`src/rtl/core/ukst_pkg.sv`:
```
// ----------------------------------------------------------------------------
// ukst_pkg
// Constants, codes and types for the unique-key stack.
// ----------------------------------------------------------------------------
package ukst_pkg;

    localparam int DEPTH  = 16;
    localparam int CNT_W  = $clog2(DEPTH + 1);
    localparam int KEY_W  = 32;
    localparam int DATA_W = 32;
    localparam int FILL_W = 5;

    localparam logic [1:0] FUNC_PEEK = 2'd0;
    localparam logic [1:0] FUNC_PUSH = 2'd1;
    localparam logic [1:0] FUNC_POP  = 2'd2;

    localparam logic [1:0] ST_OK    = 2'd0;
    localparam logic [1:0] ST_DUP   = 2'd1;
    localparam logic [1:0] ST_UNDER = 2'd2;
    localparam logic [1:0] ST_FULL  = 2'd3;

    typedef struct packed {
        logic push;
        logic pop;
    } t_shift_ctl;

endpackage

```
`src/rtl/core/ukst_cell.sv`:
```
// ----------------------------------------------------------------------------
// ukst_cell
// One stack slot: holds a key/data pair, shifts down on push, up on pop,
// and compares its key against the incoming push key.
// ----------------------------------------------------------------------------
module ukst_cell
    import ukst_pkg::*;
(
    input  logic                     i_clk,
    input  t_shift_ctl               i_ctl,
    input  logic                     i_occupied,
    input  logic signed [KEY_W-1:0]  i_cmp_key,
    input  logic signed [KEY_W-1:0]  i_up_key,
    input  logic signed [DATA_W-1:0] i_up_data,
    input  logic signed [KEY_W-1:0]  i_dn_key,
    input  logic signed [DATA_W-1:0] i_dn_data,
    output logic signed [KEY_W-1:0]  o_key,
    output logic signed [DATA_W-1:0] o_data,
    output logic                     o_match
);

    logic signed [KEY_W-1:0]  r_key;
    logic signed [DATA_W-1:0] r_data;
    logic signed [KEY_W-1:0]  n_key;
    logic signed [DATA_W-1:0] n_data;

    always_comb begin
        priority if (i_ctl.push) begin
            n_key  = i_up_key;
            n_data = i_up_data;
        end else if (i_ctl.pop) begin
            n_key  = i_dn_key;
            n_data = i_dn_data;
        end else begin
            n_key  = r_key;
            n_data = r_data;
        end
    end

    always_ff @(posedge i_clk) begin
        r_key  <= n_key;
        r_data <= n_data;
    end

    assign o_key   = r_key;
    assign o_data  = r_data;
    assign o_match = i_occupied && (r_key == i_cmp_key);

endmodule

```
`src/rtl/core/unique_key_stack.sv`:
```
// ----------------------------------------------------------------------------
// unique_key_stack
// LIFO of key/data pairs held in a chain of shift cells, top in cell 0.
// Result: registered on the edge that accepts the input transaction.
// Throughput: one transaction per cycle while the result register drains;
//   the single output register sets this figure.
// Reset: clears the fill count and the output valid flag; cell contents
//   stay undefined and are masked by the fill count.
// ----------------------------------------------------------------------------
module unique_key_stack
    import ukst_pkg::*;
(
    input  logic                     i_clk,
    input  logic                     i_rst_n,
    input  logic                     i_valid,
    output logic                     o_ready,
    input  logic [1:0]               i_func,
    input  logic signed [KEY_W-1:0]  i_push_key,
    input  logic signed [DATA_W-1:0] i_push_data,
    output logic                     o_valid,
    input  logic                     i_ready,
    output logic [1:0]               o_status,
    output logic signed [KEY_W-1:0]  o_out_key,
    output logic signed [DATA_W-1:0] o_out_data,
    output logic                     o_out_valid,
    output logic [FILL_W-1:0]        o_fill_count,
    output logic                     o_is_empty
);

    logic signed [KEY_W-1:0]  w_key  [DEPTH];
    logic signed [DATA_W-1:0] w_data [DEPTH];
    logic [DEPTH-1:0]         w_match;

    logic [CNT_W-1:0] r_count;
    logic [CNT_W-1:0] n_count;

    logic                     r_valid;
    logic [1:0]               r_status;
    logic signed [KEY_W-1:0]  r_key;
    logic signed [DATA_W-1:0] r_data;
    logic                     r_out_valid;
    logic [CNT_W-1:0]         r_fill;

    logic                     w_accept;
    logic                     w_dup;
    logic                     w_full;
    logic                     w_empty;
    t_shift_ctl               w_ctl;
    logic [1:0]               w_status;
    logic signed [KEY_W-1:0]  w_res_key;
    logic signed [DATA_W-1:0] w_res_data;
    logic                     w_res_valid;

    assign o_ready  = !r_valid || i_ready;
    assign w_accept = i_valid && o_ready;

    genvar gi;
    generate
        for (gi = 0; gi < DEPTH; gi++) begin : g_cell
            logic signed [KEY_W-1:0]  w_up_key;
            logic signed [DATA_W-1:0] w_up_data;
            logic signed [KEY_W-1:0]  w_dn_key;
            logic signed [DATA_W-1:0] w_dn_data;

            if (gi == 0) begin : g_top
                assign w_up_key  = i_push_key;
                assign w_up_data = i_push_data;
            end else begin : g_mid
                assign w_up_key  = w_key[gi-1];
                assign w_up_data = w_data[gi-1];
            end

            // bottom cell takes nothing from below on pop; slot becomes unused
            if (gi == DEPTH - 1) begin : g_bot
                assign w_dn_key  = '0;
                assign w_dn_data = '0;
            end else begin : g_abv
                assign w_dn_key  = w_key[gi+1];
                assign w_dn_data = w_data[gi+1];
            end

            ukst_cell u_cell (
                .i_clk      (i_clk),
                .i_ctl      (w_ctl),
                .i_occupied (r_count > CNT_W'(gi)),
                .i_cmp_key  (i_push_key),
                .i_up_key   (w_up_key),
                .i_up_data  (w_up_data),
                .i_dn_key   (w_dn_key),
                .i_dn_data  (w_dn_data),
                .o_key      (w_key[gi]),
                .o_data     (w_data[gi]),
                .o_match    (w_match[gi])
            );
        end
    endgenerate

    assign w_dup   = |w_match;
    assign w_full  = (r_count == CNT_W'(DEPTH));
    assign w_empty = (r_count == '0);

    always_comb begin
        w_ctl.push  = 1'b0;
        w_ctl.pop   = 1'b0;
        w_status    = ST_OK;
        w_res_key   = '0;
        w_res_data  = '0;
        w_res_valid = 1'b0;
        n_count     = r_count;
        if (!w_empty) begin
            w_res_key   = w_key[0];
            w_res_data  = w_data[0];
            w_res_valid = 1'b1;
        end
        unique case (i_func)
            FUNC_PUSH: begin
                priority if (w_dup) begin
                    w_status = ST_DUP;
                end else if (w_full) begin
                    w_status = ST_FULL;
                end else begin
                    w_ctl.push  = w_accept;
                    n_count     = r_count + CNT_W'(1);
                    w_res_key   = i_push_key;
                    w_res_data  = i_push_data;
                    w_res_valid = 1'b1;
                end
            end
            FUNC_POP: begin
                if (w_empty) begin
                    w_status = ST_UNDER;
                end else begin
                    w_ctl.pop = w_accept;
                    n_count   = r_count - CNT_W'(1);
                end
            end
            default: begin
                // peek, and the unused selector acts as a peek
                if (w_empty) w_status = ST_UNDER;
            end
        endcase
    end

    always_ff @(posedge i_clk) begin
        if (!i_rst_n) begin
            r_count <= '0;
            r_valid <= 1'b0;
        end else begin
            if (w_accept) begin
                r_count <= n_count;
                r_valid <= 1'b1;
            end else if (i_ready) begin
                r_valid <= 1'b0;
            end
        end
    end

    always_ff @(posedge i_clk) begin
        if (w_accept) begin
            r_status    <= w_status;
            r_key       <= w_res_key;
            r_data      <= w_res_data;
            r_out_valid <= w_res_valid;
            r_fill      <= n_count;
        end
    end

    assign o_valid      = r_valid;
    assign o_status     = r_status;
    assign o_out_key    = r_key;
    assign o_out_data   = r_data;
    assign o_out_valid  = r_out_valid;
    assign o_fill_count = FILL_W'(r_fill);
    assign o_is_empty   = (r_fill == '0);

endmodule

```
`config.mk`:
```
export PLATFORM = sky130hd
export DESIGN_NAME = unique_key_stack
export DESIGN_NICKNAME = d
export VERILOG_FILES = /design/src/rtl/core/ukst_pkg.sv /design/src/rtl/core/ukst_cell.sv /design/src/rtl/core/unique_key_stack.sv
export SDC_FILE = /design/constraint.sdc
export NUM_CORES = 2
export LEC_CHECK = 0
export BUFFER_PORTS_ARGS = -buffer_cell sky130_fd_sc_hd__buf_2
export CAP_MARGIN = 5
export CORE_UTILIZATION = 57
export DETAILED_ROUTE_END_ITERATION = 12
export PLACE_DENSITY = 0.78
export SLEW_MARGIN = 20
export SYNTH_ARGS = -nofsm -noshare
export SYNTH_HDL_FRONTEND = slang
export SYNTH_SLANG_ARGS = --single-unit
```
`constraint.sdc`:
```
create_clock -name i_clk -period 33 [get_ports i_clk]
set_input_delay 6.6 -clock i_clk [delete_from_list [all_inputs] [get_ports i_clk]]
set_output_delay 6.6 -clock i_clk [all_outputs]
set_load 0.1 [all_outputs]
```
**Word level (Yosys, flattened, before mapping)**

Cells that the tools add are included.

- Word-level logic and storage cells: 190
- Input port bits: 70
- Bits in registers: 1,102
- Output and inout port bits: 75

- Equal/unequal tests: 19
- Order comparisons: 16
- Add/subtract/negate cells: 2
- Reduce and logical (&&, ||, !) cells: 24
- Muxes and demuxes: 90

Operators by type and width:

| kind | number |
|---|---|
| $mux W32 | 71 |
| $eq A32 B32 Y1 | 16 |
| $gt A5 B4 Y1 const B | 8 |
| $gt A5 B3 Y1 const B | 4 |
| $logic_and A1 B1 Y1 | 17 |
| $reduce_or A16 Y1 | 1 |
| $mux W5 | 3 |
| $mux W1 | 11 |
| $gt A5 B1 Y1 const B | 2 |
| $gt A5 B2 Y1 const B | 2 |
| $logic_not A5 Y1 | 2 |
| $pmux W5 S2 | 1 |
| $mux W2 | 4 |
| $add A5 B1 Y5 const B | 1 |
| $eq A5 B5 Y1 const B | 1 |
| $sub A5 B1 Y5 const B | 1 |
| $reduce_bool A2 Y1 | 2 |
| $eq A2 B1 Y1 const B | 1 |
| $eq A2 B2 Y1 const B | 1 |
| $logic_not A1 Y1 | 1 |
| $logic_or A1 B1 Y1 | 1 |

**Depth between registers and ports, before layout**

- Depth after elaboration: 7
- Depth in mapped cells: 17
- Mapped depth without buffers: 11

**By module**

From an unflattened synthesis, not the netlist that was laid out.

- Cell total of the unflattened synthesis: 3,309
- Area, all modules: 52,865.7 um2

By module, submodules not included:

| module | cells an instance | seq. area each (um2) | area an instance (um2) | instances |
|---|---|---|---|---|
| ukst_cell | 180 | 1,921.8 | 3,051.7 | 16 |
| unique_key_stack | 429 | 2,282.2 | 4,038.9 | 1 |

**Worst setup path after synthesis**

No wires, ideal clock.

- Path type: input -> register
- Start: input port i_ready
- End: register g_cell[0].u_cell.r_data[0] (enable)
- Setup time: 1,525 ps
- Stages: 4
- Path buffers: 0
- Arrival: 32,240 ps
- Path slack: -765 ps
- Data required time: 31,475 ps
- Path through: nand2b_1 nand2_1 inv_1 and2_1

- Word-level cells in the longest chain between the ends: 6
- Elaborated cells between the ends (all ways): 8
- Those cells by class: mux (5); reduce/logical (3)

RTL lines:

| item | line | RTL |
|---|---|---|
| start: declaration | unique_key_stack.sv:21 | `input logic i_ready,` |
| $logic_or A1 B1 Y1 * | unique_key_stack.sv:54 | `assign o_ready = !r_valid \|\| i_ready;` |
| $logic_and A1 B1 Y1 * | unique_key_stack.sv:55 | `assign w_accept = i_valid && o_ready;` |
| named net w_accept | unique_key_stack.sv:44 | `logic w_accept;` |
| $mux W1 | unique_key_stack.sv:119 | `end else if (w_full) begin` |
| $mux W1 | unique_key_stack.sv:117 | `priority if (w_dup) begin` |
| $mux W1 | unique_key_stack.sv:115 | `unique case (i_func)` |
| $reduce_bool A2 Y1 (no source line) * | -- |  |
| end signal: assignment | ukst_cell.sv:42 | `r_data <= n_data;` |
| end: declaration | ukst_cell.sv:23 | `logic signed [DATA_W-1:0] r_data;` |

Mark *: on every way through the listed nets, which the timed path passes. The rest lies on a longest branch.
A chain may end at the register's enable or synchronous reset.

**Worst setup path in the final report**

- Start: input port i_ready
- End: output port o_ready

- Word-level cells in the longest chain between the ends: 1

RTL lines:

| item | line | RTL |
|---|---|---|
| $logic_or A1 B1 Y1 | unique_key_stack.sv:54 |  |
| end: declaration | unique_key_stack.sv:16 | `output logic o_ready,` |

No other way between the ends.

==> impl_results.md <==
- Count of final setup violators: 0
- Clk pwr share: 0.381
- WL per Instance: 24.30 µm
- Met1 Usage GRT: 0.3473
- Post-route insts no fill: 4,762
- Int Power: 2.467 mW
- Routed WL: 115,700 µm
- WHS: 0.5229 ns
- Fraction of layout cells with a size suffix above 1: 0.3142
- Port Buffer Count: 144
- H-tree lvl count: 3
- Simple-gate portion of the synthesized area: 0.04273
- Post-Syn Instances: 3,351
- XOR/XNOR Fraction of Synth Area: 0.08458
- Total power draw: 3.304 mW
- Fill cells: 6,713
- 1st-pass router iterations: 5
- Max-slew violations: 0
- Number of synthesized flops with an enable pin: 1,096
- Main combinational cell family by area after synthesis: multiplexers
- Nets: 3,503
- Avg Cell Area, Syn: 15.79 µm²
- Synthesis Warnings: 0
- Logic pwr share: 0.107
- Dpl cells: 4,552
- Synth Area in Compound Gates: 0.01265
- DR vias/cell: 5.943
- Clk sinks: 1,102
- Chip height: 306.7 µm
- Worst slew margin: 0.1531
- Initial antenna violation count: 4
- Count leader, synth: edfxtp_1
- Final period util: 0.4191
- Met3 GRT Util: 0.06141
- GRT busiest layer: met2
- CTS Hold Bufs: 0
- Sw Ratio: 0.2534
- Die area: 0.09405 mm²
- Leading post-synthesis cells by cell area: edfxtp_1, mux2_2, xor2_1
- Synth top area share: 0.6220
- Cts repair resizes: 0
- Mux contribution to synthesized area: 0.2043
- Post-DP Area: 0.05393 mm²
- Cell Chain, Critical Path: buf_2 -> nand2b_1 -> buf_2
- GPL Wtd Cong: 0.9522
- Final HPWL DP: 75,360 µm
- Crit Path Category: in -> out
- Power density over the cells: 57.36 mW/mm²
- I/O pin cnt: 145
- Slowest stage delay, CP: 0.43 ns
- Synth Flop Type: edfxtp_1
- Die span in x: 306.7 µm
- Fraction of registers with async set/reset: 0
- Setup crit end kind: output port
- Number of buffers created by CTS: 113
- Run status: complete, no violations
- Register area share after synthesis: 0.6243
- Synth area leader: edfxtp_1
- CP arrival: 7.23 ns
- Drc violations: 0
- Final instance area: 0.05760 mm²
- M2 GR Usage: 0.3676
- Initial Utilization: 0.5764
- Max Buffers Root-to-Sink: 3
- Setup_tns: 0 ns
- P_leak: 18.87 nW
- Startpoint type of the worst setup path: primary input
- CP Max Fanout: 3
- Maxcap violations: 0
- Clk Latency, worst-skew pair: 0.73 ns
- Setup ws final: 19.17 ns
- Root buf cell: clkbuf_16
- Worst Max-Slew Pin Slew: 1.270 ns
- Minimum clock period: 13.83 ns
- Yosys reg bits: 1,102
- Num rows: 111
- Worst min path class: reg -> reg
- Area delta synth->final: 8.858%
- Mapped cell area: 0.05291 mm²
- Vias: 28,300
- CTS tree: built
- Post-CTS Setup Inserts: 0
- Total GRT Usage: 0.2422
- Final ANT Viol Nets: 0
- Peak supply drop: 0.05333 mV
- Largest net degree at the start of global routing: 221
- Fmax: 72.30 MHz
- Seq pwr share: 0.512
- First-pass GRT wire length: 172,400 µm
- Core ar.: 0.09180 mm²
- Req. time, crit path: 26.40 ns
- Vias in the first global route: 27,933
- Clk_skew: 0.03227 ns
- Slowest cell on the critical path: buf_2
- Unrepaired setup endpoints after global routing: no
- Grt ovf: 0
- Iteration-0 DRC Markers: 3,148
- Post-Place Worst Slack: 18.96 ns
- Top cells by instance count after synthesis: edfxtp_1, mux2_2, xor2_1
- Most frequent CP cell: buf_2
- Core Util, Final: 0.6274
- Reg clk slew, reported paths: 0.06 ns
- Post-synthesis adder-cell area fraction: 0.001892
- P_sw: 0.8372 mW
- Mapped Nets: 3,429
- Synth unique cells: 51
- Fin. Hold Viols: 0
==> worst max-delay path, delay by kind of cell <==
kind	cells	cell delay [ns]
simple gates	1	0.12
buf+inv	2	0.50
==> layer usage <==
metal | wire length (µm) | up-vias
li1 | - | 12735
met1 | 49980 | 14278
met2 | 52890 | 1094
met3 | 9961 | 189
met4 | 2841 | 4
met5 | 26 | -
==> power by group through the flow <==
| stage | logic (mW) | clock network [mW] | registers, mW |
|---|---|---|---|
| 2_1_floorplan | 0.213 | 0 | 1.80 |
| 3_3_place_gp | 0.342 | 0 | 1.72 |
| 3_5_place_dp | 0.348 | 0 | 1.72 |
| 4_1_cts | 0.349 | 1.28 | 1.69 |
| 5_1_grt | 0.372 | 1.33 | 1.70 |
| 6_report | 0.353 | 1.26 | 1.69 |
==> worst paths after layout <==
kind	start	endpoint	slack [ns]	cells after the start
min reg2reg	o_valid	o_valid	0.52	2
max	i_ready	o_ready	19.17	3
min	o_valid	o_valid	0.52	2
max reg2reg	r_count[1]	g_cell[1].u_cell.o_key[25]	24.96	14
==> sequential cells by signal, summed over array words and instances, names as in the netlist <==
name	count
o_fill_count	5
g_cell.u_cell.o_data	512
g_cell.u_cell.o_key	512
r_count	5
o_out_key	32
o_status	2
o_valid	1
o_out_valid	1
o_out_data	32
==> layout by cell type, fill, tap and decap left out, types with 5 or more instances in the layout <==
cell type | synthesis | layout
a21oi_1 | 9 | 9
a31oi_1 | 5 | 5
and2_1 | 66 | 65
buf_12 | 10 | 5
buf_2 | 52 | 144
buf_4 | 109 | 14
bufinv_16 | 0 | 9
clkbuf_1 | 21 | 26
clkbuf_16 | 0 | 114
clkinv_1 | 0 | 27
clkinv_2 | 0 | 23
dfxtp_1 | 6 | 6
edfxtp_1 | 1096 | 1096
ha_1 | 8 | 8
inv_1 | 13 | 12
mux2_1 | 184 | 184
mux2_2 | 775 | 775
nand2_1 | 150 | 149
nand3_1 | 15 | 15
nand4_1 | 71 | 71
nor2_1 | 15 | 15
nor3_1 | 14 | 13
nor4_1 | 83 | 81
o21ai_0 | 81 | 81
or4_1 | 6 | 6
xnor2_1 | 234 | 234
xor2_1 | 277 | 277
==> kinds of logic after synthesis <==
| family | count (synthesis) |
|---|---|
| xor gates and xnor gates | 511 |
| muxes | 960 |
| DFF | 1102 |
| adders and majority gates | 8 |
| buffers and inverters | 222 |
| AOI/OAI and AO/OA | 117 |
| and+or+nand+nor | 431 |
==> cell type report <==
type	instances	area, µm²	area share
antenna	2	5.005	0.00008689
clock buffer	140	2950	0.05122
clock inverter	67	666.9	0.01158
inverter	13	50.05	0.0008689
multi-input combinational	2027	18340	0.3184
sequential	1102	33030	0.5735
tap	1243	1555	0.02700
timing repair buffer	168	998.5	0.01733
Note: power is estimated with default switching activity, not from simulation.
